==> config.mk <==
export PLATFORM = sky130hd
export DESIGN_NAME = ultrasonic_echo_ranging_sequencer_unit
export DESIGN_NICKNAME = d
export VERILOG_FILES = /design/src/rtl/ures_pkg.sv /design/src/rtl/ultrasonic_echo_ranging_sequencer_unit.sv
export SDC_FILE = /design/constraint.sdc
export NUM_CORES = 1
export LEC_CHECK = 0
export BUFFER_PORTS_ARGS = -buffer_cell sky130_fd_sc_hd__buf_4
export CELL_PAD_IN_SITES_DETAIL_PLACEMENT = 0
export CELL_PAD_IN_SITES_GLOBAL_PLACEMENT = 1
export CORE_MARGIN = 8
export CORE_UTILIZATION = 39
export DETAILED_ROUTE_END_ITERATION = 8
export PLACE_DENSITY = 0.77
export SKIP_LAST_GASP = 1
export SLEW_MARGIN = 30
export SYNTH_ARGS = -nofsm -noshare
export SYNTH_HDL_FRONTEND = slang
export SYNTH_SLANG_ARGS = --single-unit
export TNS_END_PERCENT = 5
==> constraint.sdc <==
create_clock -name clock -period 5.9 [get_ports clock]
set_clock_uncertainty 0.15 [all_clocks]
set_input_delay 0.59 -clock clock [delete_from_list [all_inputs] [get_ports clock]]
set_output_delay 0.59 -clock clock [all_outputs]
set_load 0.005 [all_outputs]
==> src/rtl/ures_pkg.sv <==
// ----------------------------------------------------------------------------
// ures_pkg: shared types and constants for the echo ranging sequencer
// Sequencer phase codes, register map, reset values and distance scaling.
// ----------------------------------------------------------------------------
package ures_pkg;

   // sequencer phase, one-hot
   typedef enum logic [3:0] {
      PH_IDLE   = 4'b0001,
      PH_SETTLE = 4'b0010,
      PH_PULSE  = 4'b0100,
      PH_WAIT   = 4'b1000
   } phase_type;

   // register map (word index in the csr space)
   localparam int unsigned CSR_ADDR_W = 4;
   localparam logic [1:0] REG_SENSOR_COUNT   = 2'd0;
   localparam logic [1:0] REG_ECHO_TIMEOUT   = 2'd1;
   localparam logic [1:0] REG_TRIGGER_WIDTH  = 2'd2;
   localparam logic [1:0] REG_TRIGGER_SETTLE = 2'd3;

   // register reset values
   localparam logic [2:0]  RST_SENSOR_COUNT   = 3'd0;
   localparam logic [15:0] RST_ECHO_TIMEOUT   = 16'd50000;
   localparam logic [7:0]  RST_TRIGGER_WIDTH  = 8'd10;
   localparam logic [7:0]  RST_TRIGGER_SETTLE = 8'd2;

   // field widths
   localparam int unsigned LINE_W  = 4;   // trigger and echo lines
   localparam int unsigned LSEL_W  = 3;   // select into a padded line vector
   localparam int unsigned INDEX_W = 2;
   localparam int unsigned TICK_W  = 16;
   localparam int unsigned DIST_W  = 11;

   localparam logic [TICK_W-1:0] TICK_MAX = '1;

   // distance = floor(ticks * 17 / 1000), kept as a running quotient and remainder
   localparam logic [9:0] DIST_STEP = 10'd17;
   localparam logic [9:0] DIST_DIV  = 10'd1000;

endpackage

==> src/rtl/ultrasonic_echo_ranging_sequencer_unit.sv <==
// ----------------------------------------------------------------------------
// ultrasonic_echo_ranging_sequencer_unit
// Per-tick sequencer that triggers each sensor in turn and times its echo.
// ----------------------------------------------------------------------------
//
//   channel | direction | handshake            | payload
//   --------+-----------+----------------------+----------------------------------
//   req     | in        | req_valid/req_stall  | start_round, echo_lines
//   rsp     | out       | rsp_valid/rsp_stall  | trigger_lines .. round_done
//   csr     | in/out    | apb, pready always 1 | sensor_count, echo_timeout,
//           |           |                      | trigger_width, trigger_settle
//
// One tick transaction is taken per cycle while not stalled, and its result
// appears in the single output register on the next cycle. The input is
// stalled only while a result waits under rsp_stall. Reset is synchronous:
// it returns the sequencer to idle and loads the register defaults. The
// distance is carried as a running quotient and remainder so no multiplier
// or divider is needed.
// ----------------------------------------------------------------------------
module ultrasonic_echo_ranging_sequencer_unit #(
   parameter int unsigned NUM_SENSORS = 4
) (
   input  logic                              clock,
   input  logic                              reset,
   // tick input
   input  logic                              req_valid,
   output logic                              req_stall,
   input  logic                              req_start_round,
   input  logic [ures_pkg::LINE_W-1:0]       req_echo_lines,
   // result output
   output logic                              rsp_valid,
   input  logic                              rsp_stall,
   output logic [ures_pkg::LINE_W-1:0]       rsp_trigger_lines,
   output logic                              rsp_report_valid,
   output logic [ures_pkg::INDEX_W-1:0]      rsp_sensor_index,
   output logic [ures_pkg::TICK_W-1:0]       rsp_duration_us,
   output logic [ures_pkg::DIST_W-1:0]       rsp_distance_cm,
   output logic                              rsp_timed_out,
   output logic                              rsp_round_done,
   // configuration
   input  logic                              csr_psel,
   input  logic                              csr_penable,
   input  logic                              csr_pwrite,
   input  logic [ures_pkg::CSR_ADDR_W-1:0]   csr_paddr,
   input  logic [31:0]                       csr_pwdata,
   output logic [31:0]                       csr_prdata,
   output logic                              csr_pready
);

   localparam int unsigned SENS_W = (NUM_SENSORS > 1) ? $clog2(NUM_SENSORS) : 1;
   localparam logic [3:0]  NUM_SENS4 = 4'(NUM_SENSORS);

   // configuration registers
   logic [2:0]  sensor_count_ff;
   logic [15:0] echo_timeout_ff;
   logic [7:0]  trigger_width_ff;
   logic [7:0]  trigger_settle_ff;

   // sequencer state
   ures_pkg::phase_type               phase_ff,    phase_in;
   logic [SENS_W-1:0]                 sensor_ff,   sensor_in;
   logic [ures_pkg::TICK_W-1:0]       ticks_ff,    ticks_in;
   logic [ures_pkg::TICK_W-1:0]       timer_ff,    timer_in;
   logic                              seen_ff,     seen_in;
   logic [ures_pkg::DIST_W-1:0]       dist_ff,     dist_in;
   logic [9:0]                        rem_ff,      rem_in;

   // result register
   logic                              out_valid_ff;
   logic [ures_pkg::LINE_W-1:0]       trig_ff,     trig_in;
   logic                              report_ff,   report_in;
   logic [ures_pkg::INDEX_W-1:0]      index_ff,    index_in;
   logic [ures_pkg::TICK_W-1:0]       dur_ff,      dur_in;
   logic [ures_pkg::DIST_W-1:0]       distout_ff,  distout_in;
   logic                              tout_ff,     tout_in;
   logic                              done_ff,     done_in;

   logic        req_take;
   logic        csr_write;
   logic [3:0]  active_count;

   // handshake
   assign req_stall = out_valid_ff & rsp_stall;
   assign req_take  = req_valid & ~req_stall;
   assign csr_write = csr_psel & csr_penable & csr_pwrite;
   assign csr_pready = 1'b1;

   // sensor count clamped to the number of sensors built
   assign active_count = ({1'b0, sensor_count_ff} > NUM_SENS4) ? NUM_SENS4
                                                               : {1'b0, sensor_count_ff};

   // register readback
   always_comb begin
      case (csr_paddr[3:2])
         ures_pkg::REG_SENSOR_COUNT:   csr_prdata = {29'd0, sensor_count_ff};
         ures_pkg::REG_ECHO_TIMEOUT:   csr_prdata = {16'd0, echo_timeout_ff};
         ures_pkg::REG_TRIGGER_WIDTH:  csr_prdata = {24'd0, trigger_width_ff};
         ures_pkg::REG_TRIGGER_SETTLE: csr_prdata = {24'd0, trigger_settle_ff};
         default:                      csr_prdata = 32'd0;
      endcase
   end

   // one tick of the sequencer
   always_comb begin
      logic [7:0]                  echo_pad;
      logic [ures_pkg::LSEL_W-1:0] sel;
      logic [7:0]                  trig_pad;
      logic                        level;
      logic                        report;
      logic [10:0]                 rem_sum;

      phase_in   = phase_ff;
      sensor_in  = sensor_ff;
      ticks_in   = ticks_ff;
      timer_in   = timer_ff;
      seen_in    = seen_ff;
      dist_in    = dist_ff;
      rem_in     = rem_ff;
      trig_in    = '0;
      report_in  = 1'b0;
      index_in   = '0;
      dur_in     = '0;
      distout_in = '0;
      tout_in    = 1'b0;
      done_in    = 1'b0;
      report     = 1'b0;
      rem_sum    = '0;

      // start of a round
      if (phase_ff == ures_pkg::PH_IDLE && req_start_round && active_count != 4'd0) begin
         phase_in  = ures_pkg::PH_SETTLE;
         sensor_in = '0;
         ticks_in  = '0;
      end

      sel      = ures_pkg::LSEL_W'(sensor_in);
      echo_pad = {4'd0, req_echo_lines};
      trig_pad = 8'd1 << sel;
      level    = echo_pad[sel];

      // settle: trigger low
      if (phase_in == ures_pkg::PH_SETTLE) begin
         if (ticks_in < {8'd0, trigger_settle_ff}) begin
            ticks_in = ticks_in + 16'd1;
         end else begin
            phase_in = ures_pkg::PH_PULSE;
            ticks_in = '0;
         end
      end

      if (phase_in == ures_pkg::PH_PULSE) begin
         // trigger pulse
         if (ticks_in < {8'd0, trigger_width_ff}) begin
            ticks_in = ticks_in + 16'd1;
            trig_in  = trig_pad[ures_pkg::LINE_W-1:0];
         end else begin
            phase_in = ures_pkg::PH_WAIT;
            ticks_in = '0;
            timer_in = '0;
            seen_in  = 1'b0;
            dist_in  = '0;
            rem_in   = '0;
         end
      end else if (phase_in == ures_pkg::PH_WAIT) begin
         // echo timing
         if (level) begin
            seen_in = 1'b1;
            if (ticks_in != ures_pkg::TICK_MAX) begin
               ticks_in = ticks_in + 16'd1;
               rem_sum  = {1'b0, rem_in} + {1'b0, ures_pkg::DIST_STEP};
               if (rem_sum >= {1'b0, ures_pkg::DIST_DIV}) begin
                  rem_in  = 10'(rem_sum - {1'b0, ures_pkg::DIST_DIV});
                  dist_in = dist_in + 11'd1;
               end else begin
                  rem_in  = rem_sum[9:0];
               end
            end
         end else if (seen_in) begin
            report     = 1'b1;
            dur_in     = ticks_in;
            distout_in = dist_in;
         end

         // timeout, falling edge wins on the same tick
         if (!report) begin
            if (timer_in != ures_pkg::TICK_MAX) begin
               timer_in = timer_in + 16'd1;
            end
            if (echo_timeout_ff != 16'd0 && timer_in >= echo_timeout_ff) begin
               report  = 1'b1;
               tout_in = 1'b1;
            end
         end

         // report and move on
         if (report) begin
            report_in = 1'b1;
            index_in  = ures_pkg::INDEX_W'(sensor_in);
            if (4'(sensor_in) + 4'd1 < active_count) begin
               sensor_in = sensor_in + SENS_W'(1);
               phase_in  = ures_pkg::PH_SETTLE;
            end else begin
               phase_in  = ures_pkg::PH_IDLE;
               done_in   = 1'b1;
            end
            ticks_in = '0;
            timer_in = '0;
            seen_in  = 1'b0;
            dist_in  = '0;
            rem_in   = '0;
         end
      end
   end

   // configuration registers
   always_ff @(posedge clock) begin
      if (reset) begin
         sensor_count_ff   <= ures_pkg::RST_SENSOR_COUNT;
         echo_timeout_ff   <= ures_pkg::RST_ECHO_TIMEOUT;
         trigger_width_ff  <= ures_pkg::RST_TRIGGER_WIDTH;
         trigger_settle_ff <= ures_pkg::RST_TRIGGER_SETTLE;
      end else if (csr_write) begin
         case (csr_paddr[3:2])
            ures_pkg::REG_SENSOR_COUNT:   sensor_count_ff   <= csr_pwdata[2:0];
            ures_pkg::REG_ECHO_TIMEOUT:   echo_timeout_ff   <= csr_pwdata[15:0];
            ures_pkg::REG_TRIGGER_WIDTH:  trigger_width_ff  <= csr_pwdata[7:0];
            ures_pkg::REG_TRIGGER_SETTLE: trigger_settle_ff <= csr_pwdata[7:0];
            default: ;
         endcase
      end
   end

   // sequencer state, advanced once per accepted transaction
   always_ff @(posedge clock) begin
      if (reset) begin
         phase_ff  <= ures_pkg::PH_IDLE;
         sensor_ff <= '0;
         ticks_ff  <= '0;
         timer_ff  <= '0;
         seen_ff   <= 1'b0;
         dist_ff   <= '0;
         rem_ff    <= '0;
      end else if (req_take) begin
         phase_ff  <= phase_in;
         sensor_ff <= sensor_in;
         ticks_ff  <= ticks_in;
         timer_ff  <= timer_in;
         seen_ff   <= seen_in;
         dist_ff   <= dist_in;
         rem_ff    <= rem_in;
      end
   end

   // result valid
   always_ff @(posedge clock) begin
      if (reset) begin
         out_valid_ff <= 1'b0;
      end else if (req_take) begin
         out_valid_ff <= 1'b1;
      end else if (!rsp_stall) begin
         out_valid_ff <= 1'b0;
      end
   end

   // result payload
   always_ff @(posedge clock) begin
      if (req_take) begin
         trig_ff    <= trig_in;
         report_ff  <= report_in;
         index_ff   <= index_in;
         dur_ff     <= dur_in;
         distout_ff <= distout_in;
         tout_ff    <= tout_in;
         done_ff    <= done_in;
      end
   end

   assign rsp_valid         = out_valid_ff;
   assign rsp_trigger_lines = trig_ff;
   assign rsp_report_valid  = report_ff;
   assign rsp_sensor_index  = index_ff;
   assign rsp_duration_us   = dur_ff;
   assign rsp_distance_cm   = distout_ff;
   assign rsp_timed_out     = tout_ff;
   assign rsp_round_done    = done_ff;

endmodule
-- Yosys cells after proc, flatten, opt, wreduce, memory -nomap -nowiden
Index checks and enable logic that the tools add are counted.
- bits of input ports: 48
- output and inout bits: 71
- register bits after elaboration: 132
- shifts and indexed selects: 1
- multiplexer cells: 66
- equal/unequal tests: 12
- $lt $le $gt $ge: 7
- bitwise logic cells: 8
- add/sub/neg operators: 8
- reductions and logical operators: 23
- operators with widths (operator ; number):
    2-to-1 mux 16 bit ; 18
    one-hot mux 32 bit (4 select lines) ; 1
    2-to-1 mux 11 bit ; 7
    2-to-1 mux 10 bit ; 7
    adder 16 x 1 -> 16 bit, second input constant ; 3
    less-than comparator 16 x 8 -> 1 bit ; 2
    inequality test 16 bit, second input constant ; 2
    2-to-1 mux 4 bit ; 7
    2-to-1 mux 1 bit ; 18
    >= comparator 16 bit ; 1
    nonzero test 16 bit ; 1
    2-to-1 mux 2 bit ; 6
    adder 10 x 5 -> 11 bit, second input constant ; 1
    adder 11 x 1 -> 11 bit, second input constant ; 1
    >= comparator 11 x 10 -> 1 bit, second input constant ; 1
    AND reduction 2 bit ; 5
    subtractor 10 bit, second input constant ; 1
    nonzero test 3 bit ; 3
    AND reduction 4 bit ; 2
    AND reduction 6 bit ; 1
    OR reduction 3 bit ; 2
    AND reduction 5 bit ; 1
    bitwise AND 1 bit ; 4
    equality test 2 bit, second input constant ; 2
    other kinds (23) ; 28

-- Depth between registers and ports, before layout
- depth in word-level cells: 23
- gate-level depth with buffers: 29

-- Worst setup path after synthesis
No wires, ideal clock.
- kind: input to register
- start point: in req_start_round
- end point: reg seen_ff
- buffers on the path: 6
- setup slack: 198 ps
- cell stages on the path: 27
- arrival time: 5435 ps
- required time: 5633 ps
- cells stage by stage: nand3b_1 or3_1 clkbuf_1 clkbuf_1 nand2_1 inv_1 ha_1 nand4_1 nor2_1 or3b_2 a31oi_1 clkbuf_1 buf_1 nor3_1 ha_1 a211oi_1 o21ai_0 a221o_1 a311oi_1 and4_1 or3b_4 and2_1 buf_2 clkbuf_1 nor2_1 nor2_1 nor2_1
- longest elaborated chain between the ends: 14
- elaborated cells on any way between the ends: 30
- classes of those cells: add/sub (1); order compare (2); eq/ne (4); mux (18); reduce/logical (5)
- RTL lines (what ; RTL line ; text):
    start: declaration ; ultrasonic_echo_ranging_sequencer_unit.sv:28 ; input logic req_start_round,
    logical AND 1 bit * (2 in series) ; ultrasonic_echo_ranging_sequencer_unit.sv:130 ; if (phase_ff == ures_pkg::PH_IDLE && req_start_round && active_count != 4'd0) begin
    parallel branches: the longest is 12 deep, another holds adder 16 x 1 -> 16 bit ; -- ;
    end signal: assignment ; ultrasonic_echo_ranging_sequencer_unit.sv:248 ; seen_ff <= seen_in;
    end: declaration ; ultrasonic_echo_ranging_sequencer_unit.sv:64 ; logic seen_ff, seen_in;
Every way passes the cells marked *. The select of a mux whose other input is x is not followed.
A chain may end at the register's enable or synchronous reset.

-- Final worst setup path
- start point: reg phase_ff[3]
- end point: reg ticks_ff[4] in the netlist's numbering
- longest elaborated chain between the ends: 15
- elaborated cells on any way between the ends: 32
- classes of those cells: add/sub (2); order compare (2); eq/ne (5); mux (21); reduce/logical (2)
- RTL lines (what ; RTL line ; text):
    start: declaration ; ultrasonic_echo_ranging_sequencer_unit.sv:60 ; ures_pkg::phase_type phase_ff, phase_in;
    start signal: assignment ; ultrasonic_echo_ranging_sequencer_unit.sv:236 ; phase_ff <= ures_pkg::PH_IDLE;
    start signal: assignment ; ultrasonic_echo_ranging_sequencer_unit.sv:244 ; phase_ff <= phase_in;
    parallel branches: the longest is 14 deep, another holds adder 16 x 1 -> 16 bit ; -- ;
    2-to-1 mux 16 bit * ; ultrasonic_echo_ranging_sequencer_unit.sv:151 ; if (phase_in == ures_pkg::PH_PULSE) begin
    end signal: assignment ; ultrasonic_echo_ranging_sequencer_unit.sv:246 ; ticks_ff <= ticks_in;
    end: declaration ; ultrasonic_echo_ranging_sequencer_unit.sv:62 ; logic [ures_pkg::TICK_W-1:0] ticks_ff, ticks_in;
Marks and branches as above.

==> impl_metrics.tcl <==
set metrics [dict create \
    yosys-top-cells-area "dfxtp_1 23%, edfxtp_1 13%, ha_1 6.1%" \
    worstPathCellList "or2_2 -> or3_4 -> and2_1 -> ha_1 -> nand4_1 -> nor2_1 -> or3b_2 -> a31oi_2 -> buf_4 -> nor3_1 -> ha_1 -> a211oi_1 -> o21ai_0 -> a221o_1 -> a311oi_1 -> and4_1 -> nor2b_1 -> or2_1 -> a31oi_1 -> o31a_1 -> a32o_1" \
    cts.sink_count 132 \
    yosysSeqAreaShare_pct 36.4 \
    antenna_cells 0 \
    rsz0062_at_grt "yes" \
    synth_xor_area_share_pct 4.78 \
    synth_common_cells "111 x nand2_1, 102 x nor2_1, 96 x dfxtp_1, 68 x a21oi_1, 58 x inv_1" \
    coreArea_sq_um 20900 \
    insertion_delay_ns 0.43 \
    die_y_um 161 \
    timing.fmax_mhz 179 \
    grt_pass1_wl_mm 38.1 \
    yosys_warnings 0 \
    grt_pass1_vias 7143 \
    startpoint_type "flip-flop" \
    ys_ff_latch 132 \
    cp.required_ns 6.12 \
    die-area_sq_um 26000 \
    drive_above_1_share_pct 16.2 \
    drtIter0Drc 523 \
    grt_use_total_pct 18.1 \
    syn-cell-area_sq_um 8240 \
    dp_hpwl_mm 17.3 \
    reg2reg_depth 21 \
    power_density_nw_per_um2 219 \
    hp-start "req_valid" \
    tightest_slew_ns 0.855 \
    synth-adder-area-share_pct 6.07 \
    irDropWorstVdd_mv 0.183 \
    root_buffer "clkbuf_16" \
    fin_cells 1374 \
    areaGrowthSynthToFinish_pct 19.2 \
    critPathArrivalTime_ns 5.82 \
    cts_tree "yes" \
    whs_ns 0.228 \
    synth_area_leader_cell "dfxtp_1" \
    slew_headroom_pct 42.6 \
    overflow 0 \
    vias 7346 \
    path_class "reg -> reg" \
    yosysTopAreaCellShare_pct 23.3 \
    rrSetupSlack_ns 0.30 \
    end_kind "flip-flop" \
    p_leak_nw 3.93 \
    ys.flop_type "dfxtp_1" \
    fp.dieW_um 161 \
    post_cts_buffers 0 \
    regArea_sq_um 3000 \
    routed_wl_mm 23.4 \
    cap_violations 0 \
    hold_path.class "in -> reg" \
    multi_input_area_sq_um 4800 \
    crit_path_top_delay_cell "or3b_2" \
    synth.most_common_cell "nand2_1" \
    async_flop_share_pct 0 \
    cpMostUsedCell "ha_1" \
    postRouteAntennaNets 0 \
    path_max_fanout 11 \
    synth_cell_types 73 \
    antenna_found_initial 0 \
    cpPeakStageDelay_ns 0.49 \
    portBuffers 83 \
    synth_edf_count 36 \
    cts_max_path_buffers 2 \
    synth_compound_area_share_pct 16.5 \
    avgSynthCellArea_sq_um 8.25 \
    hold_viol 0 \
    r2r-end "ticks_ff[4]$_SDFFE_PP0P_" \
    hold_buffers 0 \
    nets 1174 \
    power.total_mw 2.15 \
    cts_made_buffers 17 \
    grt_max_degree 50 \
    synth_top_family_by_area "simple AND/OR/NAND/NOR gates" \
    post-route-util_pct 47.0 \
    fillers 2048 \
    outcome "completed" \
    place_congestion 0.911 \
    dp_cells 1341 \
    syn_inst 999 \
    reg2reg_from "phase_ff[3]$_SDFFE_PP0P_" \
    min_period_over_period_pct 94.9 \
    synthSimpleGateAreaFrac_pct 25.2 \
    hold_path_depth 2 \
    fp-row-count 53 \
    worst_hold_path.endpoint "rsp_valid$_SDFFE_PP0P_" \
    final-setup-viol-count 0 \
    drc_errors 0 \
    clk_pin_slew_ns 0.06 \
    wl_per_cell_um 17.0 \
    io_pins 119 \
    via_per_inst 5.35 \
    drv_slew 0 \
    drt_pre_antenna_iters 4 \
    synthMuxAreaShare_pct 4.25 \
    htreeDepth 4 \
    min_period_ns 5.60 \
    start_util_pct 39.5 \
]
-- worst max-delay path by stage --
stage / startpoint / endpoint / slack [ns] / depth (start not counted)
after global placement: req_start_round / timer_ff[1]$_SDFFE_PP0P_ / 0.06 / 23
after floorplan: req_start_round / seen_ff$_SDFFE_PP0P_ / 0.20 / 27
final: phase_ff[3]$_SDFFE_PP0P_ / ticks_ff[4]$_SDFFE_PP0P_ / 0.30 / 21
after detailed placement: req_start_round / timer_ff[1]$_SDFFE_PP0P_ / -0.004 / 23
after global routing: phase_ff[3]$_SDFFE_PP0P_ / ticks_ff[4]$_SDFFE_PP0P_ / -0.04 / 21
after CTS: phase_ff[3]$_SDFFE_PP0P_ / timer_ff[1]$_SDFFE_PP0P_ / 0.09 / 22
-- layout make-up --
type	instances	share of cell area (%)
clock buffers	21	4.91
clock inverters	11	0.994
inverters	60	2.29
multi-input cells	761	48.9
repair buffers	114	8.84
well taps	275	3.50
flip-flops and latches	132	30.6
-- logic make-up after synthesis --
group                      count (synthesis)
muxes                                     31
other                                      2
adders and majority gates                 40
AOI/OAI and AO/OA                        211
xor gates and xnor gates                  45
and+or+nand+nor                          416
DFF                                      132
buffers and inverters                    122
-- state kept, by name, summed over array words and instances, names as in the netlist --
name,count
seen_ff,1
dist_ff,11
rsp_valid,1
trigger_settle_ff,8
rsp_timed_out,1
rsp_distance_cm,11
timer_ff,16
trigger_width_ff,8
rsp_sensor_index,2
rsp_trigger_lines,4
ticks_ff,16
rsp_duration_us,16
rsp_report_valid,1
rsp_round_done,1
rem_ff,10
sensor_ff,2
sensor_count_ff,3
phase_ff,4
echo_timeout_ff,16
-- routing by layer --
| layer | GRT usage [%] | part of all wire [%] | vias up |
|---|---|---|---|
| met5 | 0 | 0 | - |
| met4 | 5.18 | 1.3 | 0 |
| met3 | 3.77 | 5.8 | 25 |
| met2 | 28.7 | 45 | 195 |
| met1 | 24.3 | 48 | 3431 |
| li1 | - | - | 3695 |
-- metrics by stage --
step	TNS [ns]	instance area, sq um	setup WS, ns
after floorplan	0	8300	0.198
after global placement	0	9190	0.0554
after detailed placement	-0.00406	9200	-0.00406
after CTS	0	9780	0.0927
after global routing	-0.0525	9820	-0.0369
final	0	9820	0.303
-- layout by cell type, fill, tap and decap left out, drive strengths merged, types with 28 or more instances in the layout --
cell type	n
and2	35
ha	40
nand3	32
edfxtp	36
o21ai	49
nor2	102
dfxtp	96
nand2	112
nor3	28
inv	63
a21oi	68
buf	114
-- power breakdown --
group | switching [mW] | internal (mW)
Combinational | 0.0859 | 0.0591
Sequential | 0.00925 | 0.947
Clock | 0.423 | 0.628
-- what timing repair did --
action | in CTS | in global routing
endpoints found under the hold margin | 0 | 0
resized for setup | 0 | 5
setup endpoints to repair | 0 | 47
-- worst max-delay path, delay by kind of cell (launching register included) --
kind	cells	cell delay (ns)
and+or+nand+nor	10	2.30
AOI/OAI and AO/OA	8	2.00
buffers and inverters	1	0.17
DFF	1	0.31
adders and majority gates	2	0.61
No activity file was read; power rests on OpenSTA's default activity.
